### src/sv/assert_macros.svh
// assertion macros shared by the rtl files
// no dependencies

`ifndef ASSERT_MACROS_SVH
`define ASSERT_MACROS_SVH

// property checked on every rising edge outside reset
`define ASSERT_CLK(label, clk, rst_n, prop, msg) \
    label: assert property (@(posedge clk) disable iff (!rst_n) prop) else $error(msg);

// condition that must never be true outside reset
`define ASSERT_NEVER(label, clk, rst_n, cond, msg) \
    `ASSERT_CLK(label, clk, rst_n, !(cond), msg)

`endif

### src/sv/bdhs_fifo.sv
// small register queue used between front and back and on the result side
// uses assert_macros.svh

`include "assert_macros.svh"

module bdhs_fifo #(
    parameter int unsigned WIDTH = 8,
    parameter int unsigned DEPTH = 2
) (
    input  logic             i_clk,
    input  logic             i_rst_n,
    input  logic             i_push,
    input  logic [WIDTH-1:0] i_data,
    output logic             o_full,
    input  logic             i_pop,
    output logic [WIDTH-1:0] o_data,
    output logic             o_empty
);

    localparam int unsigned PW = (DEPTH > 1) ? $clog2(DEPTH) : 1;
    localparam int unsigned CW = $clog2(DEPTH + 1);

    logic [WIDTH-1:0] r_mem [DEPTH];
    logic [PW-1:0]    r_wp, n_wp, r_rp, n_rp;
    logic [CW-1:0]    r_cnt, n_cnt;
    logic             do_push, do_pop;

    assign o_full  = (r_cnt == CW'(DEPTH));
    assign o_empty = (r_cnt == '0);
    assign do_push = i_push && !o_full;
    assign do_pop  = i_pop && !o_empty;
    assign o_data  = r_mem[r_rp];

    always_comb begin
        n_wp  = r_wp;
        n_rp  = r_rp;
        n_cnt = r_cnt;
        if (do_push) begin
            n_wp = (r_wp == PW'(DEPTH - 1)) ? '0 : r_wp + 1'b1;
        end
        if (do_pop) begin
            n_rp = (r_rp == PW'(DEPTH - 1)) ? '0 : r_rp + 1'b1;
        end
        if (do_push && !do_pop) begin
            n_cnt = r_cnt + 1'b1;
        end else if (do_pop && !do_push) begin
            n_cnt = r_cnt - 1'b1;
        end
    end

    always_ff @(posedge i_clk) begin
        if (!i_rst_n) begin
            r_wp  <= '0;
            r_rp  <= '0;
            r_cnt <= '0;
        end else begin
            r_wp  <= n_wp;
            r_rp  <= n_rp;
            r_cnt <= n_cnt;
        end
    end

    always_ff @(posedge i_clk) begin
        if (do_push) begin
            r_mem[r_wp] <= i_data;
        end
    end

    `ASSERT_NEVER(a_cnt_range, i_clk, i_rst_n, r_cnt > CW'(DEPTH), "fifo count beyond depth")

endmodule

### config.mk
export PLATFORM = sky130hd
export DESIGN_NAME = bdhs_fifo
export DESIGN_NICKNAME = d
export VERILOG_FILES = /design/src/sv/bdhs_fifo.sv
export VERILOG_INCLUDE_DIRS = /design/src /design/src/sv
export SDC_FILE = /design/constraint.sdc
export NUM_CORES = 1
export LEC_CHECK = 0
export BUFFER_PORTS_ARGS = -buffer_cell sky130_fd_sc_hd__buf_4
export CAP_MARGIN = 10
export CORE_MARGIN = 2
export CORE_UTILIZATION = 50
export DETAILED_ROUTE_END_ITERATION = 6
export GPL_TIMING_DRIVEN = 0
export PLACE_DENSITY = 0.77
export SLEW_MARGIN = 20
export SYNTH_ARGS = -nofsm -noshare
export SYNTH_HDL_FRONTEND = slang
export SYNTH_SLANG_ARGS = --single-unit
export TNS_END_PERCENT = 20
### constraint.sdc
create_clock -name i_clk -period 4.3 [get_ports i_clk]
set_input_delay 0.43 -clock i_clk [delete_from_list [all_inputs] [get_ports i_clk]]
set_output_delay 0.43 -clock i_clk [all_outputs]
set_load 0.05 [all_outputs]
==> flow_metrics.py, run 1 <==
metrics = {
    "synth": {
        "post_synth_fa_ha_maj_area_fraction_pct": 1.55,
        "post_synthesis_area_per_instance_sq_um": 16.2,
        "syn_warnings": 0,
        "syn_nets": 63,
        "yosys_register_bits": 21,
        "sequential_cell_area_fraction_in_the_yosys_report_pct": 71.7,
        "synth_xor_xnor_area_share_pct": 3.25,
        "synth_mux_area_share_pct": 11.1,
        "yosysUniqueCellTypes": 20,
        "syn-instance-count": 50,
        "syn-cell-area_sq_um": 810,
        "synth_compound_gate_area_share_pct": 4.02,
        "dominant_combinational_cell_family_by_area_after_synthesis": "multiplexers",
        "synth_simple_gate_area_share_pct": 6.80,
    },
    "floorplanning": {
        "floorplan.die.width_um": 44.2,
        "core_area_sq_um": 1510,
        "top_level_ports": 22,
        "dieArea_sq_um": 1960,
        "die_height_um": 44.2,
        "initial_core_util_pct": 53.7,
        "num_rows": 14,
    },
    "sta": {
        "min_period_ps": 1790,
        "slew_headroom_pct": 53.1,
        "hold_violations": 0,
        "setup_viol_count_final": 0,
        "worst_skew_ps": 4.15,
        "grt_setup_unrepaired": "no",
        "fin_crit_sh_pct": 41.7,
        "hold_slack_ps": 310,
        "achievable-frequency_mhz": 557,
        "count_of_pins_over_their_slew_limit": 0,
        "setup_tns_ps": 0,
        "worst_max_slew_pin_slew_ps": 699,
    },
    "hold_path": {
        "hold_path.startpoint": "i_data[5]",
        "worstHoldPathType": "input port to flop",
        "worst_hold_path.num_cells": 1,
        "holdPathEnd": "r_mem[0][5]",
    },
    "setup_path": {
        "timing.critical_path.arrival_ps": 1360,
        "timing_worst_setup_path_type": "flop to output pin",
        "crit_path_max_fanout": 8,
        "timing.reg2reg.worst_path_depth": 6,
        "end_kind": "output pin",
        "worstSetupStartpointType": "flop",
        "register_to_register_setup_slack_ps": 2700,
        "timing.rr.end": "r_cnt[1]",
        "crit_required_ps": 3870,
        "reg2reg_from": "r_cnt[0]",
    },
    "cells_and_area": {
        "leading_cell_types_in_the_layout_fill_and_taps_excluded": "buf_4, edfxtp_1, mux2_2, dfxtp_1",
        "final_common_cell": "buf_4",
        "insertedDiodeCount": 0,
        "seq_area_sq_um": 581,
        "multiInputGateArea_sq_um": 216,
        "num-nets-final": 89,
        "final_layout_size_suffix_gt1_share_pct": 46.7,
        "fillers": 115,
        "post-route-cell-area_sq_um": 1010,
        "area_delta_synth_final_pct": 25.2,
    },
    "route": {
        "first_pass_detailed_route_iteration_total": 2,
        "postRouteWirelength_mm": 1.28,
        "detail_route.iter0.violations": 14,
        "number_of_drc_violations_after_detailed_routing": 0,
        "postRouteAntennaNets": 0,
        "route.detailed.vias_per_inst": 4.97,
        "wire_per_inst_um": 14.1,
        "num_vias": 452,
    },
    "grt": {
        "grt_max_degree": 12,
        "globalRouteOverflowTotal": 0,
        "grt_antenna_before_repair": 0,
        "groute.usage.overall_pct": 14.5,
        "via_count_of_the_first_global_routing_pass": 415,
        "global_route_wire_length_before_repair_mm": 1.91,
    },
    "placed_design": {
        "dpl-instance-area_sq_um": 987,
        "port-buffer-count": 21,
        "gp_congestion": 0.701,
        "dp_hpwl_um": 942,
    },
    "cts": {
        "post_cts_resized": 0,
        "ctsHoldBuffers": 0,
        "number_of_buffers_created_by_cts": 3,
        "ctsRootBufferMaster": "clkbuf_4",
        "clock_insertion_delay_worst_skew_ps": 290,
        "cts_max_path_buffers": 2,
        "tritoncts": "done",
        "cts.sinks": 21,
        "worst_setup_hold_path_clk_slew_ps": 110,
        "cts.repair_timing.setup_buffer_count": 0,
        "clock_tree.htree_level_count": 1,
    },
    "pwr": {
        "powerDensity_nw_per_um2": 668,
        "total_power_w": 0.000677,
        "leakagePower_nw": 0.402,
        "ir_worst_vdd_v": 0.000418,
    },
    "run_status": {
        "run_status": "finished clean",
    },
    "run": {
        "maxCapViolations": 0,
    },
}
kinds of logic after synthesis:
logic type               after synthesis
buffers and inverters                  3
adder cells (fa/ha/maj)                1
multiplexers                           8
AO/OA/AOI/OAI                          5
flip-flops                            21
AND/OR/NAND/NOR                        9
XOR/XNOR                               3
state kept, by name, summed over array words and instances (netlist names), named ones only:
signal / flops
r_mem: 16
r_cnt: 2
r_rp: 1
r_wp: 1
critical path, cell delays in order, from the launching register on:
cell and delay [ps]:
dfxtp_1 320, buf_2 210, mux2_2 360, buf_4 190
per-stage QoR:
stage                     utilization [%]  cells  setup slack [ps]
final                                67.3     91              2510
after detailed placement             65.5     87              2700
after CTS                            67.3     91              2480
after global routing                 67.3     91              2430
after global placement               65.5     87              2740
after floorplan                         -     50              2670
metal layers:
metal,GRT usage (%),share of wire [%],vias up
li1,-,-,231
met1,19.0,44,207
met2,22.4,51,14
met3,3.67,4.8,0
met4,7.27,0,0
met5,0,0,-
area by class of cell:
cell class                      count  share of cell area, %
Timing Repair Buffer               21                   15.6
Clock buffer                        4                   2.59
Sequential cell                    21                   57.3
Tap cell                           16                   1.98
Buffer                              1                  0.494
Inverter                            2                  0.741
Multi-Input combinational cell     26                   21.4
where the power goes:
| group | total [W] | internal, W | switching (W) |
|---|---|---|---|
| logic | 0.000310 | 0.000113 | 0.000197 |
| clock network | 0.0000905 | 0.0000361 | 0.0000544 |
| registers | 0.000276 | 0.000259 | 0.0000174 |
worst max-delay path by stage:
| stage | start | to | slack, ps | cells after the start |
|---|---|---|---|---|
| 2_1_floorplan | r_cnt[0] | r_cnt[1] | 2670 | 6 |
| 3_3_place_gp | r_cnt[0] | r_mem[0][1] | 2740 | 3 |
| 3_5_place_dp | r_cnt[0] | r_cnt[1] | 2700 | 6 |
| 4_1_cts | flop | o_data[6] | 2480 | 3 |
| 5_1_grt | flop | o_data[6] | 2430 | 3 |
| 6_report | flop | o_data[6] | 2510 | 3 |
cells in the mapped netlist:
master / n / area [sq um]
nor3_2: 1 / 10.0
and3_1: 1 / 6.26
o21ai_1: 1 / 5.00
inv_1: 1 / 3.75
ha_1: 1 / 12.5
xor2_1: 1 / 8.76
o21a_1: 1 / 7.51
and2_1: 3 / 18.8
o21ai_0: 1 / 5.00
xnor2_1: 2 / 17.5
inv_2: 1 / 3.75
a21boi_1: 1 / 7.51
nor2_1: 2 / 7.51
nand2b_1: 1 / 6.26
mux2_2: 8 / 90.1
or3_1: 1 / 6.26
a21boi_0: 1 / 7.51
edfxtp_1: 16 / 480
dfxtp_1: 5 / 100
buf_2: 1 / 5.00
Note: power is estimated with default switching activity, not from simulation.
==> run 2, diff against run 1 <==
--- a/config.mk
+++ b/config.mk
@@ -6,13 +6,14 @@
 export SDC_FILE = /design/constraint.sdc
 export NUM_CORES = 1
 export LEC_CHECK = 0
+export ABC_AREA = 1
 export BUFFER_PORTS_ARGS = -buffer_cell sky130_fd_sc_hd__buf_4
 export CAP_MARGIN = 10
 export CORE_MARGIN = 2
-export CORE_UTILIZATION = 50
+export CORE_UTILIZATION = 49
 export DETAILED_ROUTE_END_ITERATION = 6
 export GPL_TIMING_DRIVEN = 0
-export PLACE_DENSITY = 0.77
+export PLACE_DENSITY = 0.75
 export SLEW_MARGIN = 20
 export SYNTH_ARGS = -nofsm -noshare
 export SYNTH_HDL_FRONTEND = slang
==> constraint.sdc (replaced) <==
create_clock -name i_clk -period 1.7 [get_ports i_clk]
set_input_delay 0.17 -clock i_clk [delete_from_list [all_inputs] [get_ports i_clk]]
set_output_delay 0.17 -clock i_clk [all_outputs]
set_load 0.05 [all_outputs]
==> run 2 against run 1 <==
  * Global-route usage up 1.2 points
  * Count of clock-buffer cells in the layout did not move
  * Sequential power rose to 2.5 times the previous value
  * Flip-flop and latch count stayed put
  * Worst setup slack worse by 2400 ps
  * Largest power group unchanged
==> flow_metrics.py, run 2 <==
metrics = {
    "route": {
        "first_pass_detailed_route_iteration_total": 4,
        "detail_route.iter0.violations": 4,
        "route.detailed.vias_per_inst": 5.02,
        "wire_per_inst_um": 12.0,
        "postRouteWirelength_mm": 1.25,
        "num_vias": 522,
        "number_of_drc_violations_after_detailed_routing": 0,
        "postRouteAntennaNets": 0,
    },
    "cts": {
        "cts_max_path_buffers": 2,
        "post_cts_resized": 0,
        "cts.sinks": 21,
        "worst_setup_hold_path_clk_slew_ps": 100,
        "ctsRootBufferMaster": "clkbuf_4",
        "tritoncts": "done",
        "clock_tree.htree_level_count": 1,
        "number_of_buffers_created_by_cts": 3,
        "cts.repair_timing.setup_buffer_count": 0,
        "ctsHoldBuffers": 0,
        "clock_insertion_delay_worst_skew_ps": 290,
    },
    "placed_design": {
        "port-buffer-count": 21,
        "gp_congestion": 0.656,
        "dp_hpwl_um": 967,
        "place.detailed.instances": 100,
    },
    "cells_and_area": {
        "num-nets-final": 102,
        "insertedDiodeCount": 0,
        "biggestRegsByFlops": "r_mem x16, r_cnt x2",
        "layoutNonFillerInstCount": 104,
        "leading_cell_types_in_the_layout_fill_and_taps_excluded": "buf_4, edfxtp_1, nor2_1, mux2_2, inv_1",
        "area_delta_synth_final_pct": 25.1,
        "final_core_util_pct": 66.8,
        "largest_register_ffs": 16,
        "reg_with_most_ffs": "r_mem",
        "final_layout_size_suffix_gt1_share_pct": 42.0,
        "final_common_cell": "buf_4",
    },
    "floorplanning": {
        "core_area_sq_um": 1540,
        "top_level_ports": 22,
        "die_height_um": 45.0,
        "initial_core_util_pct": 53.4,
        "floorplan.die.width_um": 45.0,
        "num_rows": 14,
        "dieArea_sq_um": 2020,
    },
    "sta": {
        "grt_setup_unrepaired": "no",
        "slew_headroom_pct": 54.4,
        "worst_skew_ps": 0.563,
        "setup_viol_count_final": 0,
        "hold_slack_ps": 52.7,
        "min_period_ps": 1540,
        "achievable-frequency_mhz": 647,
        "count_of_pins_over_their_slew_limit": 0,
        "setup_tns_ps": 0,
        "worst_max_slew_pin_slew_ps": 681,
        "fin_crit_sh_pct": 90.9,
        "hold_violations": 0,
    },
    "synth": {
        "syn_nets": 76,
        "post_synthesis_area_per_instance_sq_um": 13.1,
        "syn-instance-count": 63,
        "synth_flop_cell": "edfxtp_1",
        "asyncSetResetFlopFracSynth_pct": 0,
        "syn_warnings": 0,
        "synth_commonest_cells": "edfxtp_1, nor2_1, inv_1, mux2_2, nand2_1",
        "synth.most_common_cell": "edfxtp_1",
        "yosys_register_bits": 21,
        "post-synth-top-area-fraction_pct": 58.4,
        "top_cells_by_area_in_the_synthesized_netlist": "edfxtp_1, dfxtp_1, mux2_2",
        "synthDominantAreaCellType": "edfxtp_1",
        "yosysUniqueCellTypes": 15,
        "number_of_enable_flip_flop_cells_after_synthesis": 16,
        "syn-cell-area_sq_um": 823,
        "sequential_cell_area_fraction_in_the_yosys_report_pct": 70.5,
    },
    "setup_path": {
        "crit_buf_inv": 2,
        "crit_required_ps": 1530,
        "worstSetupStartpointType": "flop",
        "cell_class_contributing_the_biggest_share_of_worst_path_delay": "buffers and inverters",
        "end_kind": "output pin",
        "cp_slowest_cell": "mux2_2",
        "crit_path_max_fanout": 8,
        "timing.critical_path.arrival_ps": 1370,
        "timing.critical_path.slowest_cell_delay_ps": 370,
        "worstPathCellList": "buf_2, mux2_2, buf_4",
        "timing_worst_setup_path_type": "flop to output pin",
    },
    "grt": {
        "grt-busiest-layer": "met2",
        "grt_antenna_before_repair": 0,
        "global_routing_met3_resource_utilization_pct": 5.60,
        "global_route_wire_length_before_repair_mm": 2.11,
        "globalRouteOverflowTotal": 0,
        "grt_max_degree": 12,
        "groute.layer.met2.usage_pct": 27.7,
        "grt_met1_usage_pct": 15.0,
        "groute.usage.overall_pct": 15.7,
        "via_count_of_the_first_global_routing_pass": 538,
    },
    "run": {
        "maxCapViolations": 0,
    },
    "hold_path": {
        "worstHoldPathType": "input port to flop",
    },
    "pwr": {
        "ir_worst_vdd_v": 0.00120,
        "leakagePower_nw": 0.431,
        "powerDensity_nw_per_um2": 1620,
    },
    "run_status": {
        "run_status": "finished clean",
    },
}
[run 2: where the power goes]
part           internal [W]  switching (W)  leakage, nW
sequential         0.000655      0.0000444        0.191
clock             0.0000913       0.000134       0.0150
combinational      0.000244       0.000497        0.225
[run 2: worst paths after layout]
kind | startpoint | endpoint | slack [ps] | cells after the start
hold reg to reg | r_wp | r_wp | 510 | 2
setup / recovery | flop | o_data[7] | 160 | 3
hold / removal | i_data[0] | r_mem[0][0] | 50 | 1
setup reg to reg | r_cnt[0] | r_mem[0][4] | 250 | 2
[run 2: layout make-up]
type / count / area (sq um)
multi-input cells: 32 / 206
flip-flops and latches: 21 / 581
well taps: 16 / 20.0
repair buffers: 21 / 158
clock buffers: 4 / 26.3
inverters: 9 / 33.8
plain buffers: 1 / 5.00
fillers: 133 / 512
[run 2: kinds of logic after synthesis]
family	after synthesis	share of synthesized area, %
and+or+nand+nor	19	9.42
DFF	21	70.5
buffers and inverters	10	4.71
muxes	8	10.9
AOI/OAI and AO/OA	4	2.89
adders and majority gates	1	1.52
[run 2: worst reg2reg max path, delay by kind of cell, from the launching register on]
| family | cells | cell delay [ps] |
|---|---|---|
| AO/OA/AOI/OAI | 1 | 110 |
| AND/OR/NAND/NOR | 1 | 530 |
| flip-flops | 1 | 450 |
[run 2: metrics by stage]
stage / setup WS [ps] / area, sq um / power (W)
finish: 155 / 1030 / 0.00167
global route: 75.2 / 1030 / 0.00177
CTS: 130 / 1030 / 0.00169
detailed placement: 216 / 1000 / 0.00146
global placement: 236 / 1000 / 0.00144
floorplan: 147 / 826 / 0.00126
[run 2: per-layer routing]
metal / vias up / part of all wire, %
met4: 0 / 0.96
met5: - / 0
li1: 264 / -
met3: 2 / 7.3
met1: 241 / 37
met2: 15 / 54
