==> config.mk <==
export PLATFORM = sky130hd
export DESIGN_NAME = bdhs_back
export DESIGN_NICKNAME = d
export VERILOG_FILES = /design/src/sv/bdhs_pkg.sv /design/src/sv/bdhs_ram.sv /design/src/sv/bdhs_back.sv
export VERILOG_INCLUDE_DIRS = /design/src /design/src/sv
export SDC_FILE = /design/constraint.sdc
export NUM_CORES = 2
export LEC_CHECK = 0
export BUFFER_PORTS_ARGS = -buffer_cell sky130_fd_sc_hd__buf_4
export CAP_MARGIN = 40
export CORE_UTILIZATION = 60
export DETAILED_ROUTE_END_ITERATION = 8
export GPL_ROUTABILITY_DRIVEN = 0
export PLACE_DENSITY = 0.76
export SLEW_MARGIN = 20
export SYNTH_ARGS = -nofsm -noshare
export SYNTH_HDL_FRONTEND = slang
export SYNTH_SLANG_ARGS = --single-unit
export TNS_END_PERCENT = 20
==> constraint.sdc <==
create_clock -name i_clk -period 6.6 [get_ports i_clk]
set_input_delay 0.33 -clock i_clk [delete_from_list [all_inputs] [get_ports i_clk]]
set_output_delay 0.33 -clock i_clk [all_outputs]
set_load 0.05 [all_outputs]
==> src/sv/assert_macros.svh <==
// assertion macros shared by the rtl files
// no dependencies

`ifndef ASSERT_MACROS_SVH
`define ASSERT_MACROS_SVH

// property checked on every rising edge outside reset
`define ASSERT_CLK(label, clk, rst_n, prop, msg) \
    label: assert property (@(posedge clk) disable iff (!rst_n) prop) else $error(msg);

// condition that must never be true outside reset
`define ASSERT_NEVER(label, clk, rst_n, cond, msg) \
    `ASSERT_CLK(label, clk, rst_n, !(cond), msg)

`endif

==> src/sv/bdhs_pkg.sv <==
// shared types and constants of the directional hit scan block
// no dependencies

package bdhs_pkg;

    localparam int unsigned TILE_SIZE_DEF = 64;
    localparam int unsigned CRD_W         = 6;
    localparam int unsigned SIZE_W        = 7;
    localparam int unsigned ROW_W         = 64;
    localparam int unsigned OFS_W         = 32;
    localparam int unsigned MODE_W        = 2;
    localparam int unsigned Q_DEPTH       = 2;

    localparam logic KIND_WRITE = 1'b0;
    localparam logic KIND_QUERY = 1'b1;

    typedef enum logic [1:0] {
        DIR_LEFT   = 2'd0,
        DIR_RIGHT  = 2'd1,
        DIR_TOP    = 2'd2,
        DIR_BOTTOM = 2'd3
    } t_dir;

    localparam logic [MODE_W-1:0] MODE_NONE  = 2'd0;
    localparam logic [MODE_W-1:0] MODE_SOLID = 2'd1;
    localparam logic [MODE_W-1:0] MODE_MASK  = 2'd2;

    typedef struct packed {
        logic              kind;
        logic [CRD_W-1:0]  row_idx;
        logic [ROW_W-1:0]  row_bits;
        t_dir              dir;
        logic [CRD_W-1:0]  x0;
        logic [CRD_W-1:0]  y0;
        logic [CRD_W-1:0]  x1;
        logic [CRD_W-1:0]  y1;
        logic              empty;
        logic [OFS_W-1:0]  ox;
        logic [OFS_W-1:0]  oy;
    } t_cmd;

    typedef struct packed {
        logic              hit;
        logic [OFS_W-1:0]  hit_x;
        logic [OFS_W-1:0]  hit_y;
    } t_res;

endpackage

==> src/sv/bdhs_ram.sv <==
// generic single write port ram with registered read
// no dependencies

module bdhs_ram #(
    parameter int unsigned WIDTH = 64,
    parameter int unsigned DEPTH = 64
) (
    input  logic                     i_clk,
    input  logic                     i_we,
    input  logic [$clog2(DEPTH)-1:0] i_waddr,
    input  logic [WIDTH-1:0]         i_wdata,
    input  logic                     i_re,
    input  logic [$clog2(DEPTH)-1:0] i_raddr,
    output logic [WIDTH-1:0]         o_rdata
);

    logic [WIDTH-1:0] r_mem [DEPTH];
    logic [WIDTH-1:0] r_rdata;

    always_ff @(posedge i_clk) begin
        if (i_we) begin
            r_mem[i_waddr] <= i_wdata;
        end
        if (i_re) begin
            r_rdata <= r_mem[i_raddr];
        end
    end

    assign o_rdata = r_rdata;

endmodule

==> src/sv/bdhs_back.sv <==
// back end: row writes into the mask ram and the row-by-row query scan
// uses bdhs_pkg, bdhs_ram and assert_macros.svh

`include "assert_macros.svh"

module bdhs_back
    import bdhs_pkg::*;
#(
    parameter int unsigned TILE_SIZE = TILE_SIZE_DEF
) (
    input  logic              i_clk,
    input  logic              i_rst_n,
    input  logic [MODE_W-1:0] i_mode,
    input  t_cmd              i_cmd,
    input  logic              i_cmd_empty,
    output logic              o_cmd_pop,
    input  logic              i_res_full,
    output logic              o_res_push,
    output t_res              o_res
);

    localparam int unsigned AW = $clog2(TILE_SIZE);

    typedef enum logic [3:0] {
        S_IDLE = 4'b0001,
        S_SCAN = 4'b0010,
        S_FIN  = 4'b0100,
        S_OUT  = 4'b1000
    } t_state;

    t_state               r_state, n_state;
    t_dir                 r_dir;
    logic [CRD_W-1:0]     r_y0, r_addr, r_rd_row, r_hx, r_hy;
    logic [TILE_SIZE-1:0] r_cm, n_cm, r_row_vld;
    logic [OFS_W-1:0]     r_ox, r_oy;
    logic                 r_found, r_rd_pend, r_rd_vld;

    logic                 is_write, is_query, row_ok, start_scan;
    logic                 ram_we, ram_re;
    logic [TILE_SIZE-1:0] ram_rdata, masked;
    logic                 any;
    logic [CRD_W-1:0]     hb, lb;
    t_res                 imm_res, scan_res;

    assign is_write   = !i_cmd_empty && (i_cmd.kind == KIND_WRITE);
    assign is_query   = !i_cmd_empty && (i_cmd.kind == KIND_QUERY) && !i_res_full;
    assign row_ok     = ((CRD_W + 1)'(i_cmd.row_idx) < (CRD_W + 1)'(TILE_SIZE));
    assign o_cmd_pop  = (r_state == S_IDLE) && (is_write || is_query);
    assign ram_we     = (r_state == S_IDLE) && is_write && row_ok;
    assign start_scan = (r_state == S_IDLE) && is_query && !i_cmd.empty
                     && (i_mode == MODE_MASK);
    assign ram_re     = (r_state == S_SCAN);

    bdhs_ram #(
        .WIDTH (TILE_SIZE),
        .DEPTH (TILE_SIZE)
    ) u_ram (
        .i_clk   (i_clk),
        .i_we    (ram_we),
        .i_waddr (i_cmd.row_idx[AW-1:0]),
        .i_wdata (i_cmd.row_bits[TILE_SIZE-1:0]),
        .i_re    (ram_re),
        .i_raddr (r_addr[AW-1:0]),
        .o_rdata (ram_rdata)
    );

    always_comb begin
        for (int i = 0; i < TILE_SIZE; i++) begin
            n_cm[i] = ((CRD_W + 1)'(i) >= (CRD_W + 1)'(i_cmd.x0))
                   && ((CRD_W + 1)'(i) <= (CRD_W + 1)'(i_cmd.x1));
        end
    end

    // rows never written read as zero
    assign masked = r_rd_vld ? (ram_rdata & r_cm) : '0;
    assign any    = |masked;

    always_comb begin
        hb = '0;
        lb = '0;
        for (int i = 0; i < TILE_SIZE; i++) begin
            if (masked[i]) begin
                hb = CRD_W'(i);
            end
        end
        for (int i = TILE_SIZE - 1; i >= 0; i--) begin
            if (masked[i]) begin
                lb = CRD_W'(i);
            end
        end
    end

    // solid tile and no-obstacle answers need no scan
    always_comb begin
        imm_res = '0;
        if (!i_cmd.empty && (i_mode == MODE_SOLID)) begin
            imm_res.hit = 1'b1;
            if ((i_cmd.dir == DIR_LEFT) || (i_cmd.dir == DIR_RIGHT)) begin
                imm_res.hit_x = i_cmd.ox + OFS_W'((i_cmd.dir == DIR_LEFT) ? i_cmd.x1
                                                                          : i_cmd.x0);
            end
            imm_res.hit_y = i_cmd.oy + OFS_W'((i_cmd.dir == DIR_BOTTOM) ? i_cmd.y0
                                                                        : i_cmd.y1);
        end
    end

    always_comb begin
        scan_res = '0;
        if (r_found) begin
            scan_res.hit = 1'b1;
            if ((r_dir == DIR_LEFT) || (r_dir == DIR_RIGHT)) begin
                scan_res.hit_x = r_ox + OFS_W'(r_hx);
            end
            scan_res.hit_y = r_oy + OFS_W'(r_hy);
        end
    end

    assign o_res_push = ((r_state == S_IDLE) && is_query && !start_scan) || (r_state == S_OUT);
    assign o_res      = (r_state == S_OUT) ? scan_res : imm_res;

    always_comb begin
        n_state = r_state;
        unique case (r_state)
            S_IDLE: begin
                if (start_scan) begin
                    n_state = S_SCAN;
                end
            end
            S_SCAN: begin
                if (r_addr == r_y0) begin
                    n_state = S_FIN;
                end
            end
            S_FIN:   n_state = S_OUT;
            S_OUT:   n_state = S_IDLE;
            default: n_state = S_IDLE;
        endcase
    end

    always_ff @(posedge i_clk) begin
        if (!i_rst_n) begin
            r_state   <= S_IDLE;
            r_row_vld <= '0;
            r_rd_pend <= 1'b0;
        end else begin
            r_state   <= n_state;
            r_rd_pend <= (r_state == S_SCAN);
            if (ram_we) begin
                r_row_vld[i_cmd.row_idx[AW-1:0]] <= 1'b1;
            end
        end
    end

    // scan runs from the bottom row up, so strict compares keep the bottommost tie
    always_ff @(posedge i_clk) begin
        if (start_scan) begin
            r_dir   <= i_cmd.dir;
            r_y0    <= i_cmd.y0;
            r_addr  <= i_cmd.y1;
            r_cm    <= n_cm;
            r_ox    <= i_cmd.ox;
            r_oy    <= i_cmd.oy;
            r_found <= 1'b0;
            r_hx    <= '0;
            r_hy    <= '0;
        end else begin
            if (r_state == S_SCAN) begin
                r_addr <= r_addr - 1'b1;
            end
            if (r_rd_pend && any) begin
                r_found <= 1'b1;
                unique case (r_dir)
                    DIR_LEFT: begin
                        if (!r_found || (hb > r_hx)) begin
                            r_hx <= hb;
                            r_hy <= r_rd_row;
                        end
                    end
                    DIR_RIGHT: begin
                        if (!r_found || (lb < r_hx)) begin
                            r_hx <= lb;
                            r_hy <= r_rd_row;
                        end
                    end
                    DIR_TOP: begin
                        if (!r_found) begin
                            r_hy <= r_rd_row;
                        end
                    end
                    DIR_BOTTOM: r_hy <= r_rd_row;
                    default: r_hy <= r_hy;
                endcase
            end
        end
        r_rd_row <= r_addr;
        r_rd_vld <= r_row_vld[r_addr[AW-1:0]];
    end

    `ASSERT_NEVER(a_res_overflow, i_clk, i_rst_n, o_res_push && i_res_full, "result pushed into full queue")
    `ASSERT_NEVER(a_scan_range, i_clk, i_rst_n, (r_state == S_SCAN) && (r_addr < r_y0), "scan passed top row")
    `ASSERT_CLK(a_rd_follow, i_clk, i_rst_n, r_rd_pend |-> ($past(r_state) == S_SCAN), "read data without read")
    `ASSERT_NEVER(a_pop_busy, i_clk, i_rst_n, o_cmd_pop && (r_state != S_IDLE), "command taken while scanning")

endmodule
==> impl_metrics.env <==
export IMPL_fin_tns_setup_ps=0
export IMPL_cts_tree="built"
export IMPL_worstSetupStartpointType="primary input"
export IMPL_ys_top_cells_by_area="edfxtp_1 75%, mux4_2 18%, dfxtp_1 1.0%"
export IMPL_fin_crit_sh_pct=76.7
export IMPL_grt_first_pass_wirelength_um=689000
export IMPL_final_cell_area_um2=196000
export IMPL_critPathLaunch="i_cmd[89]"
export IMPL_max_freq_mhz=198
export IMPL_grt_pass1_vias=89500
export IMPL_cts_htree_levels=5
export IMPL_dieArea_um2=288000
export IMPL_chipWidth_um=537
export IMPL_crit_type="primary input to primary output"
export IMPL_synth_cell_types=78
export IMPL_reg2reg_from="r_state[3]"
export IMPL_yosysTopAreaCellShare_pct=75.3
export IMPL_crit_chain="dlygate4sd3_1 -> buf_4 -> nor2_1 -> mux2_2 -> ha_1 -> a21o_1 -> a21oi_1 -> o21ai_0 -> a21oi_1 -> o21bai_1 -> nor2b_1 -> a41oi_1 -> a211o_1 -> buf_4"
export IMPL_holdBufCountCts=163
export IMPL_ant_nets=0
export IMPL_cpPeakStageDelay_ps=640
export IMPL_rows=195
export IMPL_syn_area_per_cell_um2=23.1
export IMPL_power_density_nw_per_um2=284
export IMPL_antenna_found_initial=49
export IMPL_grt_setup_unrepaired="false"
export IMPL_hold_violations=0
export IMPL_ys_seq_elements=4391
export IMPL_fin_total_pwr_w=0.0557
export IMPL_overflow=0
export IMPL_hold_path_class="primary input to register"
export IMPL_coreArea_um2=283000
export IMPL_fillerInstances=15900
export IMPL_crit_arrival_ps=4730
export IMPL_slew_viol_final=0
export IMPL_yosysSeqAreaShare_pct=76.3
export IMPL_drive_gt1_share_pct=30.0
export IMPL_drt_iter0_drc=15100
export IMPL_ys_flop_type="edfxtp_1"
export IMPL_wl_per_cell_um=40.5
export IMPL_min_from="i_cmd[160]"
export IMPL_num_vias=90300
export IMPL_dr_pass1_iters=7
export IMPL_placed_area_um2=181000
export IMPL_synth_edf_count=4302
export IMPL_clk_latency_ps=1000
export IMPL_dp_hpwl_um=253000
export IMPL_cts_root_buf="clkbuf_16"
export IMPL_io_pin_count=235
export IMPL_power_switching_w=0.0116
export IMPL_worstPathMaxFanout=9
export IMPL_syn_inst=7440
export IMPL_area_growth_pct=14.1
export IMPL_numCtsBuffers=419
export IMPL_seqPwrFrac_pct=55.1
export IMPL_synth_nets=7648
export IMPL_p_sw_share_pct=20.8
export IMPL_end_kind="primary output"
export IMPL_drcViolationCount=0
export IMPL_required_ps=6270
export IMPL_status="complete, no violations"
export IMPL_cp_slowest_cell="o21bai_1"
export IMPL_grt_max_degree=103
export IMPL_cts_resized=0
export IMPL_cts_sinks=4391
export IMPL_yosys_area_top_type="edfxtp_1"
export IMPL_postCtsSetupBuffers=0
export IMPL_worst_pin_slew_ps=996
export IMPL_slew_headroom_pct=33.6
export IMPL_fin_nets=8350
export IMPL_p_clk_share_pct=42.6
export IMPL_drt_wl_total_um=497000
export IMPL_cts_buffer_depth=4
export IMPL_start_util_pct=60.6
export IMPL_clock_skew_ps=71.8
export IMPL_drv_cap=0
export IMPL_min_period_ps=5060
export IMPL_ys_warn_count=0
export IMPL_drt_vias_per_instance=7.37
export IMPL_setup_violations_final=0
export IMPL_intPower_w=0.0441
export IMPL_die_y_um=537
export IMPL_port_buffers=234
export IMPL_clk_pin_slew_ps=60
export IMPL_syn_area_um2=172000
export IMPL_leakage_nw=61.4
export IMPL_p_comb_share_pct=2.2
export IMPL_ys_async_sr_fraction_pct=0
export IMPL_groute_usage_overall_pct=34.8
export IMPL_peakVddDrop_v=0.000250
[final timing paths]
kind,slack [ps],to,cells after the start
worst min register to register,460,r_hy[5],2
worst max-delay path,1540,o_res[63],14
worst max register to register,1910,u_ram.r_mem[62][44],6
worst min-delay path,60,u_ram.r_mem[50][58],3
[registers in the layout, indices dropped and copies added (netlist names)]
signal	cells
r_dir	2
r_hx	6
r_rd_row	6
r_state	4
r_row_vld	64
r_addr	6
r_ox	32
r_y0	6
r_hy	6
r_found	1
r_rd_pend	1
u_ram.o_rdata	64
r_cm	64
r_oy	32
u_ram.r_mem	4096
r_rd_vld	1
[cells in the mapped netlist, types with 10 or more instances]
cell          n
buf_2        56
o211ai_1     22
a21oi_1      67
mux2_2       12
o21a_1       80
clkbuf_1    266
and2_1       33
o2111ai_1    10
nor2_1      148
buf_1        62
inv_1        38
nand4_1      39
a22o_1       36
mux4_2     1365
a22oi_1      21
nand2b_1     13
nand3_1      52
nor2b_1      16
and3_1       41
xor2_1       61
ha_1         36
dfxtp_1      89
a211oi_1     26
o22ai_1      48
a31oi_1      18
o21bai_1     11
a21o_1       17
nand2_1     152
xnor2_1      54
o21ai_0      58
nor3_1       33
edfxtp_1   4302
[layout by cell type, fill, tap and decap left out, types with 64 or more instances in the layout]
cell type      instances
mux4_2              1365
dfxtp_1               88
clkinv_1              97
clkbuf_1              83
dlygate4sd3_1        163
nor2_4                64
buf_4                377
buf_12                81
a21oi_1               67
nor2_1                84
clkbuf_16            422
o21a_1                80
edfxtp_1            4302
clkinv_2              72
nand2_1              152
[final cells by class]
| class | instances | area, µm² | area share, % |
|---|---|---|---|
| Clock buffer | 509 | 10900 | 5.59 |
| Inverter | 39 | 156 | 0.0799 |
| Clock inverter | 251 | 2410 | 1.23 |
| Antenna cell | 27 | 67.6 | 0.0345 |
| Sequential cell | 4391 | 131000 | 66.9 |
| Tap cell | 3743 | 4680 | 2.39 |
| Timing Repair Buffer | 667 | 7070 | 3.61 |
| Multi-Input combinational cell | 2624 | 39400 | 20.1 |
[power groups by stage]
stage	Clock (W)	Combinational [W]	Sequential [W]
final	0.0237	0.00124	0.0307
after global routing	0.0248	0.00129	0.0307
after CTS	0.0238	0.00121	0.0307
after detailed placement	0	0.00110	0.0313
after global placement	0	0.00105	0.0313
after floorplan	0	0.000427	0.0313
[stage by stage]
step | hold WS [ps] | cells | util (%) | worst slack, ps
2_1_floorplan | 343 | 7440 | - | 774
3_3_place_gp | 428 | 11200 | 63.3 | 2210
3_5_place_dp | 438 | 11300 | 63.7 | 2270
4_1_cts | 6.94 | 12200 | 69.0 | 1520
5_1_grt | 34.7 | 12200 | 69.1 | 1250
6_report | 58.9 | 12300 | 69.1 | 1540
[per-layer routing]
layer	wire length [µm]	vias up	global-route usage, %
met2	233000	8359	53.8
met1	165000	46700	46.1
li1	-	33500	-
met3	67500	1653	9.20
met5	258	-	0
met4	31300	36	18.4
[cell families after synthesis]
| logic type | after synthesis | synth area share (%) |
|---|---|---|
| and+or+nand+nor | 586 | 1.68 |
| buffers and inverters | 425 | 0.979 |
| muxes | 1386 | 18.0 |
| DFF | 4391 | 76.3 |
| adders and majority gates | 40 | 0.309 |
| xor gates and xnor gates | 115 | 0.587 |
| AOI/OAI and AO/OA | 497 | 2.06 |
[critical path: cells and delay by family]
family                     cells  cell delay, ps
AOI/OAI and AO/OA              7            1650
adders and majority gates      1             280
buffers and inverters          3            1030
muxes                          1             420
and+or+nand+nor                2            1020
Power figures use the tool's default switching activity.
