<file path="src/sv/assert_macros.svh">
// assertion macros shared by the rtl files
// no dependencies

`ifndef ASSERT_MACROS_SVH
`define ASSERT_MACROS_SVH

// property checked on every rising edge outside reset
`define ASSERT_CLK(label, clk, rst_n, prop, msg) \
    label: assert property (@(posedge clk) disable iff (!rst_n) prop) else $error(msg);

// condition that must never be true outside reset
`define ASSERT_NEVER(label, clk, rst_n, cond, msg) \
    `ASSERT_CLK(label, clk, rst_n, !(cond), msg)

`endif

</file>
<file path="src/sv/bdhs_pkg.sv">
// shared types and constants of the directional hit scan block
// no dependencies

package bdhs_pkg;

    localparam int unsigned TILE_SIZE_DEF = 64;
    localparam int unsigned CRD_W         = 6;
    localparam int unsigned SIZE_W        = 7;
    localparam int unsigned ROW_W         = 64;
    localparam int unsigned OFS_W         = 32;
    localparam int unsigned MODE_W        = 2;
    localparam int unsigned Q_DEPTH       = 2;

    localparam logic KIND_WRITE = 1'b0;
    localparam logic KIND_QUERY = 1'b1;

    typedef enum logic [1:0] {
        DIR_LEFT   = 2'd0,
        DIR_RIGHT  = 2'd1,
        DIR_TOP    = 2'd2,
        DIR_BOTTOM = 2'd3
    } t_dir;

    localparam logic [MODE_W-1:0] MODE_NONE  = 2'd0;
    localparam logic [MODE_W-1:0] MODE_SOLID = 2'd1;
    localparam logic [MODE_W-1:0] MODE_MASK  = 2'd2;

    typedef struct packed {
        logic              kind;
        logic [CRD_W-1:0]  row_idx;
        logic [ROW_W-1:0]  row_bits;
        t_dir              dir;
        logic [CRD_W-1:0]  x0;
        logic [CRD_W-1:0]  y0;
        logic [CRD_W-1:0]  x1;
        logic [CRD_W-1:0]  y1;
        logic              empty;
        logic [OFS_W-1:0]  ox;
        logic [OFS_W-1:0]  oy;
    } t_cmd;

    typedef struct packed {
        logic              hit;
        logic [OFS_W-1:0]  hit_x;
        logic [OFS_W-1:0]  hit_y;
    } t_res;

endpackage

</file>
<file path="src/sv/bdhs_front.sv">
// front end: classifies an incoming item and clips the query rectangle
// uses bdhs_pkg

module bdhs_front
    import bdhs_pkg::*;
#(
    parameter int unsigned TILE_SIZE = TILE_SIZE_DEF
) (
    input  logic              i_kind,
    input  logic [CRD_W-1:0]  i_row_index,
    input  logic [ROW_W-1:0]  i_row_bits,
    input  logic [1:0]        i_direction,
    input  logic [CRD_W-1:0]  i_rect_x,
    input  logic [CRD_W-1:0]  i_rect_y,
    input  logic [SIZE_W-1:0] i_rect_w,
    input  logic [SIZE_W-1:0] i_rect_h,
    input  logic [OFS_W-1:0]  i_offset_x,
    input  logic [OFS_W-1:0]  i_offset_y,
    output t_cmd              o_cmd
);

    localparam logic [SIZE_W:0] LAST = (SIZE_W + 1)'(TILE_SIZE - 1);

    logic [SIZE_W:0] x_end, y_end;

    assign x_end = (SIZE_W + 1)'(i_rect_x) + (SIZE_W + 1)'(i_rect_w) - 1'b1;
    assign y_end = (SIZE_W + 1)'(i_rect_y) + (SIZE_W + 1)'(i_rect_h) - 1'b1;

    always_comb begin
        o_cmd          = '0;
        o_cmd.kind     = i_kind;
        o_cmd.row_idx  = i_row_index;
        o_cmd.row_bits = i_row_bits;
        o_cmd.dir      = t_dir'(i_direction);
        o_cmd.x0       = i_rect_x;
        o_cmd.y0       = i_rect_y;
        o_cmd.x1       = (x_end > LAST) ? CRD_W'(TILE_SIZE - 1) : x_end[CRD_W-1:0];
        o_cmd.y1       = (y_end > LAST) ? CRD_W'(TILE_SIZE - 1) : y_end[CRD_W-1:0];
        // corner outside the tile or zero size means nothing to hit
        o_cmd.empty    = (i_rect_w == '0) || (i_rect_h == '0)
                      || ((SIZE_W + 1)'(i_rect_x) > LAST)
                      || ((SIZE_W + 1)'(i_rect_y) > LAST);
        o_cmd.ox       = i_offset_x;
        o_cmd.oy       = i_offset_y;
    end

endmodule

</file>
<file path="config.mk">
export PLATFORM = sky130hd
export DESIGN_NAME = bdhs_front
export DESIGN_NICKNAME = d
export VERILOG_FILES = /design/src/sv/assert_macros.svh /design/src/sv/bdhs_pkg.sv /design/src/sv/bdhs_front.sv
export SDC_FILE = /design/constraint.sdc
export NUM_CORES = 1
export LEC_CHECK = 0
export ABC_AREA = 1
export BUFFER_PORTS_ARGS = -buffer_cell sky130_fd_sc_hd__buf_2
export CORE_AREA = 2 2 125 127
export DETAILED_ROUTE_END_ITERATION = 6
export DIE_AREA = 0 0 127 129
export RECOVER_POWER = 50
export SYNTH_ARGS = -nofsm -noshare
export SYNTH_HDL_FRONTEND = slang
export SYNTH_SLANG_ARGS = --single-unit
</file>
<file path="constraint.sdc">
create_clock -name vclk -period 2.8
set_input_delay 0.56 -clock vclk [all_inputs]
set_output_delay 0.56 -clock vclk [all_outputs]
set_load 0.03 [all_outputs]
</file>
==> flow_results.org, run 1 <==
** Placement
- HPWL Detailed :: 5050 um
- Placer's final routability congestion estimate :: 0.751
- Buffers placed on the I/O ports in this run total 51.
- Minimum setup slack after placement :: -0.247 ns

** Worst hold path
- Type of the tightest min-delay check :: primary input to primary output
- Worst hold path depth :: 0

** Worst setup path
- Highest fanout seen on the critical path :: 6
- STA puts the critical path data required time at 2.24 ns.
- Arrival @ worst endpoint :: 2.19 ns
- The critical path is of the primary input to primary output type.
- STA classifies the critical path endpoint as a primary output.
- The worst setup path is launched from a primary input.

** STA
- The max-slew violation count came to 0.
- Of the available clock period, the critical path in the final layout requires 98.2%.
- For this run, the top clock speed supported by timing is 0.364 GHz.
- Setup violations remaining at the end of the flow were counted as 0.
- Number of hold violations in the final report :: 0
- Normalized max-slew margin :: 82.1%
- Worst slack on hold paths :: 1.12 ns
- Once routing completed, OpenROAD measured the worst setup slack at 0.0498 ns.
- Setup repair after global routing could not meet its margin everywhere.
- For the pin with the worst max-slew slack, the measured transition is 0.267 ns.
- Counting I/O delays and the setup requirement, the final critical path takes 2.75 ns.

** Layout
- Fill cells in the final layout number 1730.
- The repair_antennas step left the layout with diodes totalling 0.
- Cells with a size suffix above 1 make up 53.6% of the layout.
- Summing all flip-flop and latch instances after layout gives 0 um2.
- CLK BUF :: 0
- Nets :: 415
- Highest-count cells in the layout ignoring fill and taps :: 46 x sky130_fd_sc_hd__inv_1, 34 x sky130_fd_sc_hd__buf_2, 19 x sky130_fd_sc_hd__nand2_1
- Synth-to-layout area growth :: -7.41%
- Area of the multi-input gates :: 932 um2
- There are 0 flip-flops and latches.
- Leading cell type in the layout, fill and taps excluded :: sky130_fd_sc_hd__inv_1

** Power
- Leakage power total :: 0.970 nW
- VDD IR-drop max :: 0.000124 V
- Dividing total power by cell area gives a power density of 282 nW/um2.

** Die
- The floorplan step defined a die boundary enclosing 16400 um2.
- I/O Pins :: 325
- For this configuration, the core starts out at a cell density of 13.6%.
- Die width :: 127 um
- The total area inside the core boundary comes to 15000 um2.
- The floorplan has 45 rows.
- From bottom edge to top edge, the die measures 129 um.

** GRT
- The via count of the first global-routing pass came to 1481.
- Entering global routing, the biggest net connects 7 pins.
- The first global-routing pass estimated 8220 um of wire.
- In the global route stage, overall resource usage came out at 6.60%.
- Number of antenna violations at the first check in global routing :: 0
- After global routing the overflow that remains totals 0.

** Synthesis
- Cell taking the most area after synthesis :: sky130_fd_sc_hd__buf_4
- Yosys printed 0 warnings.
- Sequential element share of the synthesized area :: 0%
- Syn Nets :: 497
- Distinct cells, synth :: 15
- Sorting the synthesized cells by area gives the leading types as sky130_fd_sc_hd__buf_4 55%, sky130_fd_sc_hd__ha_1 15%, sky130_fd_sc_hd__inv_1 11%.
- Summing every instance area after synthesis gives 2040 um2.
- In this run the mean area of a mapped cell was 6.63 um2.
- The cell count after synthesis came out at 308.
- Portion of synthesized cell area occupied by the leading cell type :: 54.7%

** Routing
- DRT iter0 DRCs :: 34
- Dividing the detail-routed wire length by the instance count gives 14.9 um.
- Across all layers, the routed design uses 1382 vias.
- The first TritonRoute pass finished after 4 iterations.
- In this run the remaining antenna-violating nets after routing total 0.
- The routed design has 6150 um of wire.
- Count of unresolved DRC violations after routing :: 0
- Via density :: 3.35

** Run status
- Status :: finished clean

** Flow run
- MaxCap Viol Count :: 0
## path summary, 6_finish.rpt
path	slack [ns]	start	to
max	0.05	i_rect_y[1]	o_cmd[70]
min	1.12	i_row_bits[16]	o_cmd[107]
## cell usage after synthesis
library cell,n
sky130_fd_sc_hd__buf_4,149
sky130_fd_sc_hd__inv_1,62
sky130_fd_sc_hd__nand2_1,28
sky130_fd_sc_hd__ha_1,24
sky130_fd_sc_hd__nand3_1,20
sky130_fd_sc_hd__a21oi_1,4
sky130_fd_sc_hd__nor2_1,4
sky130_fd_sc_hd__xor2_1,4
sky130_fd_sc_hd__fa_1,2
sky130_fd_sc_hd__nand2_2,2
sky130_fd_sc_hd__nand3b_1,2
sky130_fd_sc_hd__nand4_1,2
sky130_fd_sc_hd__or2_1,2
sky130_fd_sc_hd__xnor2_1,2
sky130_fd_sc_hd__o22ai_1,1
## worst max-delay path, stage by stage
cell and delay (ns):
sky130_fd_sc_hd__buf_8 0.08, sky130_fd_sc_hd__inv_4 0.03, sky130_fd_sc_hd__ha_4 0.26, sky130_fd_sc_hd__inv_4 0.03
sky130_fd_sc_hd__ha_4 0.15, sky130_fd_sc_hd__fa_2 0.36, sky130_fd_sc_hd__nand2_2 0.07, sky130_fd_sc_hd__nand2_2 0.05
sky130_fd_sc_hd__nand3_2 0.08, sky130_fd_sc_hd__nand2_1 0.05, sky130_fd_sc_hd__nand2_1 0.08, sky130_fd_sc_hd__nand2_2 0.07
sky130_fd_sc_hd__clkinv_4 0.09, sky130_fd_sc_hd__nand3_2 0.09, sky130_fd_sc_hd__buf_6 0.15
## area by class of cell
cell class,instances,area share (%)
repair buffers,65,25.1
multi-input cells,97,49.3
inverters,62,13.2
well taps,188,12.4
## cell families after synthesis
| family | Yosys count | share of synthesized area, % |
|---|---|---|
| adders and majority gates | 26 | 16.7 |
| and+or+nand+nor | 60 | 13.3 |
| AOI/OAI and AO/OA | 5 | 1.29 |
| buffers and inverters | 211 | 66.1 |
| xor gates and xnor gates | 6 | 2.57 |
## stage by stage
stage	util, %	area, um2	power, mW	TNS [ns]	std cells
floorplan	-	2040	0.643	0	308
global placement	10.0	1500	0.389	-2.64	409
detailed placement	10.0	1500	0.387	-2.66	409
CTS	11.6	1740	0.480	0	411
global route	12.6	1890	0.588	-0.236	412
finish	12.6	1890	0.534	0	412
## repair_timing
action / CTS / global route
pin swaps: 14 / 14
resized for setup: 63 / 34
hold buffers: 0 / 0
setup buffers: 2 / 1
endpoints found under the setup margin: 12 / 12
## power breakdown
| part | switching [mW] | total (mW) | leakage, nW | internal, mW |
|---|---|---|---|---|
| Sequential | 0 | 0 | 0 | 0 |
| Combinational | 0.306 | 0.534 | 0.970 | 0.228 |
| Clock | 0 | 0 | 0 | 0 |
| Total | 0.306 | 0.534 | 0.970 | 0.228 |
## routing by layer
layer	global-route usage, %	wire length (um)	share of wire [%]
met3	5.49	1170	19
met4	5.30	481	7.8
met2	10.6	2810	46
met1	5.16	1690	27
met5	0	0	0
Power figures use the tool's default switching activity.
==> inputs of run 2 (changes only) <==
--- a/config.mk
+++ b/config.mk
@@ -10,6 +10,7 @@
 export CORE_AREA = 2 2 125 127
 export DETAILED_ROUTE_END_ITERATION = 6
 export DIE_AREA = 0 0 127 129
+export PLACE_DENSITY = 0.41
 export RECOVER_POWER = 50
 export SYNTH_ARGS = -nofsm -noshare
 export SYNTH_HDL_FRONTEND = slang
==> flow_results.org, run 2 (synthesized netlist as in run 1, its figures left out) <==
** Run status
- The run finished with clean final reports.

** GRT
- The via count of the first global-routing pass is 1282.
- The number of antenna violations at the first check in global routing was 0.
- GRT Util Overall :: 4.85%
- Maximum number of pins on one net before global-route repair :: 7
- Grt ovf :: 0
- The first global-routing pass estimated 6460 um of wire.

** Routing
- DRT iter0 DRCs :: 39
- DR vias :: 1317
- The first detailed-routing pass ran for 4 iterations.
- Count of unresolved DRC violations after routing :: 0
- Once detail routing completed, the nets flagged for antenna violations numbered 0.
- Wires add up to 4520 um.
- Dividing the detail-routed wire length by the instance count gives 10.9 um.
- Via density :: 3.17

** Worst setup path
- Highest fanout seen on the critical path :: 6
- Crit path capture type :: primary output
- Crit start category :: primary input
- Arrival @ worst endpoint :: 2.16 ns
- Required time at the worst-slack endpoint :: 2.24 ns
- Start point of the critical path :: i_rect_y[2]
- Critical path type :: primary input to primary output
- Maximum single-stage delay on the critical path :: 0.27 ns
- Cells along the critical path :: buf_2 > inv_1 > ha_4 > inv_2 > buf_4 > ha_1 > nand2_1 > nand2_2 > nand3b_1 > nand3_1 > nand2_4 > nand3_2 > buf_6
- The slowest stage of the critical path is the sky130_fd_sc_hd__ha_1 cell.

** STA
- The worst path needs 2.72 ns of the cycle, external delays included.
- Setup ws final :: 0.0827 ns
- The max-slew violation count was 0.
- At the pin with the least slew margin, the transition time is 0.246 ns.
- Setup repair after global routing could not meet its margin everywhere.
- In the finished design, the share of the clock period the worst path needs comes to 97.0%.
- The final number of hold-violating endpoints was 0.
- Normalized max-slew margin :: 83.6%
- For this run, the top clock speed supported by timing is 0.368 GHz.
- Final setup violation count :: 0

** Worst hold path
- The tightest min-delay check is of the primary input to primary output type.
- Counting instances, the worst hold path has a depth of 0.
- In this run the most critical hold path is launched from i_row_bits[11].
- Destination of the worst hold path :: o_cmd[102]

** Layout
- End-of-flow core utilization :: 12.6%
- The repair_antennas step left the layout with diodes totalling 0.
- The library cells used most frequently in the layout, excluding fill and tap cells, are 48 x sky130_fd_sc_hd__inv_1, 35 x sky130_fd_sc_hd__buf_2, 17 x sky130_fd_sc_hd__nand2_1, 17 x sky130_fd_sc_hd__buf_4, 15 x sky130_fd_sc_hd__buf_6.
- After routing the design area is 1890 um2.
- Seq cells :: 0
- The library cell used most frequently in the layout, excluding fill and tap cells, is sky130_fd_sc_hd__inv_1.
- Ratio of cells with drive above 1 in the final layout :: 53.7%
- Counting the fill cells in the layout gives 1740.
- The clock buffers instantiated in the layout total 0.
- Synth-to-layout area growth :: -7.29%
- Nets :: 418
- Area taken by flip-flops and latches :: 0 um2

** Power
- Post-layout power :: 0.528 mW
- Leakage power total :: 0.977 nW
- PwrDens :: 279 nW/um2
- IR analysis of the VDD net gives a maximum drop of 0.000147 V.

** Placement
- In this run the tool buffered the top-level ports with 51 buffer cells.
- Post-DP Area :: 1510 um2
- HPWL Detailed :: 3770 um
- OpenSTA, run right after detailed placement, puts the worst setup slack at -0.237 ns.
- Placer's final routability congestion estimate :: 0.731

** Die
- The die is 129 um tall.
- The die covers 16400 um2.
- Starting Density :: 13.6%
- I/O Pins :: 325
- The floorplan step set the die width to 127 um.
- Row generation in the floorplan step produced 45 rows.
- The region available for standard cell placement spans 15000 um2.

** Flow run
- Max-cap violations in this run came to 0.

** CTS
- The number of hold buffers added after CTS was 0.
## run 2: critical path, delay by kind of cell
kind	cells	cell delay (ns)
fa+ha+maj	2	0.53
buf+inv	5	0.47
simple gates	6	0.58
## run 2: layout make-up
cell class	instances	area, um2	area share (%)
Inverter	62	250	13.2
Timing Repair Buffer	68	487	25.7
Multi-Input combinational cell	97	922	48.7
Tap cell	188	235	12.4
## run 2: worst max-delay path by stage
stage                      endpoint  cells after the start
after global routing      o_cmd[71]                     15
after CTS                 o_cmd[66]                     15
final                     o_cmd[68]                     13
after detailed placement  o_cmd[74]                     15
after global placement    o_cmd[76]                     15
after floorplan           o_cmd[65]                     13
## run 2: report_power, final
part	internal (mW)	switching, mW
Combinational	0.226	0.302
Clock	0	0
Sequential	0	0
## run 2: routing by layer
metal,vias up,GRT usage (%),wire (um)
li1,610,-,-
met1,560,5.14,1630
met4,0,4.98,452
met3,56,1.54,542
met2,91,7.46,1890
met5,-,0,0
## run 2: repair_timing
action | 4_1_cts | 5_1_grt
gates resized for setup | 56 | 37
setup buffers | 2 | 3
setup endpoints to repair | 12 | 12
pin swaps | 13 | 18
## run 2: per-stage QoR
step	hold WS [ns]	setup TNS, ns	std cells
after floorplan	1.25	0	308
after global placement	1.12	-2.13	410
after detailed placement	1.12	-2.19	410
after CTS	1.12	0	412
after global routing	1.12	-0.120	415
final	1.12	0	415
==> inputs of run 3 (changes only) <==
--- a/config.mk
+++ b/config.mk
@@ -7,10 +7,11 @@
 export LEC_CHECK = 0
 export ABC_AREA = 1
 export BUFFER_PORTS_ARGS = -buffer_cell sky130_fd_sc_hd__buf_2
-export CORE_AREA = 2 2 125 127
+export CELL_PAD_IN_SITES_DETAIL_PLACEMENT = 0
+export CELL_PAD_IN_SITES_GLOBAL_PLACEMENT = 2
+export CORE_UTILIZATION = 11
 export DETAILED_ROUTE_END_ITERATION = 6
-export DIE_AREA = 0 0 127 129
-export PLACE_DENSITY = 0.41
+export PLACE_DENSITY = 0.76
 export RECOVER_POWER = 50
 export SYNTH_ARGS = -nofsm -noshare
 export SYNTH_HDL_FRONTEND = slang
==> constraint.sdc (replaced) <==
create_clock -name vclk -period 2.6
set_input_delay 0.52 -clock vclk [all_inputs]
set_output_delay 0.52 -clock vclk [all_outputs]
set_load 0.03 [all_outputs]
==> flow_results.org, run 3 (synthesized netlist as in run 1, its figures left out) <==
** Die
- Total core area :: 18100 um2
- I/O Pins :: 325
- The floorplan has 49 rows.
- Die width :: 138 um
- The floorplan step defined a die boundary enclosing 19100 um2.
- Starting Density :: 11.3%
- The floorplan step set the die height to 138 um.

** Routing
- Met2 layer wire length in the routed design :: 2530 um
- In the final routing, the length of wire on met1 measures 1750 um.
- Count of unresolved DRC violations after routing :: 28
- Via density :: 2.91
- After detailed routing, the total wire length is 5650 um.
- Routed wire length per instance :: 12.3 um
- Length of the first detailed-routing pass in iterations :: 6
- Detailed routing placed a total of 1100 um of wire on met3.
- DR vias :: 1341
- Count of nets left with antenna violations after detail routing :: 0
- After the first detailed-routing iteration, the DRC count stood at 69.
- Top Layer Used :: met5

** CTS
- Post-cts hold buffer count :: 0

** Run status
- The run finished, with violations left.
- Failing checks :: design-rule violations, negative setup slack

** GRT
- Number of antenna violations at the first check in global routing :: 1
- For this run the aggregate overflow at the end of global routing stands at 0.
- Wire length of the first global-routing pass :: 8290 um
- Global routing consumed, over all layers together, 5.55% of the routing resources.
- Maximum number of pins on one net before global-route repair :: 7
- Via count of the first global-routing pass :: 1460

** Power
- In this run switching power makes up 57.0% of total power.
- Portion of total power attributed to the clock network :: 0%
- Internal power comes to 0.282 mW.
- Combinational share of power :: 100.0%
- Psw :: 0.375 mW
- Post-layout power :: 0.657 mW
- In this run, flip-flops and latches consume 0% of the power.
- Power spread over the standard cell area amounts to 309 nW/um2.
- In this run the static leakage power is 1.02 nW.
- VDD sags by at most 0.0000734 V.

** Placement
- Post-DP Area :: 1690 um2
- Placer's final routability congestion estimate :: 0.753
- Minimum setup slack after placement :: -0.339 ns
- HPWL Detailed :: 4880 um
- IO Port Bufs :: 51

** STA
- The worst path uses 103% of the clock period.
- Setup ws final :: -0.0887 ns
- Timing would allow up to 0.372 GHz.
- For the pin with the worst max-slew slack, the measured transition is 0.276 ns.
- The max-slew violation count is 0.
- Setup violations remaining at the end of the flow were counted as 12.
- Number of hold violations in the final report :: 0
- Worst slack on hold paths :: 1.04 ns
- Counting I/O delays and the setup requirement, the final critical path takes 2.69 ns.
- Unrepaired setup endpoints after global routing :: true
- The worst pin sits at a relative slew slack of 81.5%.

** Flow run
- MaxCap Viol Count :: 0

** Layout
- Post-route cell area :: 2130 um2
- The number of antenna diodes in the final layout is 0.
- In the final design database the tool counted 423 nets.
- Area of the multi-input gates :: 1060 um2
- Counting the fill cells in the layout gives 2070.
- CLK BUF :: 0
- Synth-to-layout area growth :: 4.16%
- Leading cell type in the layout, fill and taps excluded :: sky130_fd_sc_hd__inv_1
- End-of-flow core utilization :: 11.8%
- Cells with a size suffix above 1 make up 56.5% of the layout.
- In the final layout, flip-flops and latches occupy 0 um2.
- Seq cells :: 0
- The top cell types in the final layout, fill and taps aside, are 46 x sky130_fd_sc_hd__inv_1, 34 x sky130_fd_sc_hd__buf_2, 23 x sky130_fd_sc_hd__buf_4.

** Worst setup path
- For the worst setup path, the data arrival time is 2.17 ns.
- STA classifies the critical path startpoint as a primary input.
- The critical path in this run is classified as primary input to primary output.
- Required time at the worst-slack endpoint :: 2.08 ns
- Crit path capture type :: primary output
- Highest fanout seen on the critical path :: 6

** Worst hold path
- In this run the worst hold path is classified as primary input to primary output.
## run 3: routing by layer
metal | GRT usage, % | vias to the layer above
met4 | 2.54 | 2
met3 | 4.61 | 30
li1 | - | 619
met5 | 1.50 | -
met1 | 5.16 | 558
met2 | 8.59 | 132
## run 3: through the flow
| stage | cells | TNS, ns |
|---|---|---|
| CTS | 459 | -1.13 |
| global placement | 458 | -3.35 |
| global route | 461 | -1.99 |
| floorplan | 308 | -0.407 |
| finish | 461 | -0.870 |
| detailed placement | 458 | -3.49 |
## run 3: worst paths after layout
path	depth (start not counted)	from	slack (ns)	endpoint
worst max-delay path	15	i_rect_h[1]	-0.09	o_cmd[69]
worst min-delay path	0	i_row_bits[17]	1.04	o_cmd[108]
## run 3: cell type report
class / count / area share (%)
tap: 229 / 13.5
timing repair buffer: 73 / 24.9
multi-input combinational: 97 / 49.6
inverter: 62 / 12.0
## run 3: what timing repair did
action                     CTS  global route
gates resized for setup     67            33
pin swaps                   18            17
setup buffers                1             2
setup endpoints to repair   12            12
hold endpoints to repair     0             0
## run 3: power groups by stage
stage,logic [mW],registers (mW),clock network (mW)
detailed placement,0.492,0,0
global route,0.725,0,0
CTS,0.593,0,0
global placement,0.492,0,0
floorplan,0.739,0,0
finish,0.657,0,0
## run 3: critical path, stage by stage
cell and delay [ns]:
sky130_fd_sc_hd__buf_6 0.08, sky130_fd_sc_hd__inv_4 0.03, sky130_fd_sc_hd__ha_4 0.25, sky130_fd_sc_hd__inv_2 0.04, sky130_fd_sc_hd__ha_4 0.15, sky130_fd_sc_hd__fa_2 0.37, sky130_fd_sc_hd__nand2_2 0.07, sky130_fd_sc_hd__nand2_2 0.05
sky130_fd_sc_hd__nand3_2 0.07, sky130_fd_sc_hd__nand2_1 0.05, sky130_fd_sc_hd__nand2_1 0.08, sky130_fd_sc_hd__nand2_2 0.06, sky130_fd_sc_hd__clkinv_4 0.11, sky130_fd_sc_hd__nand3_4 0.09, sky130_fd_sc_hd__buf_6 0.15
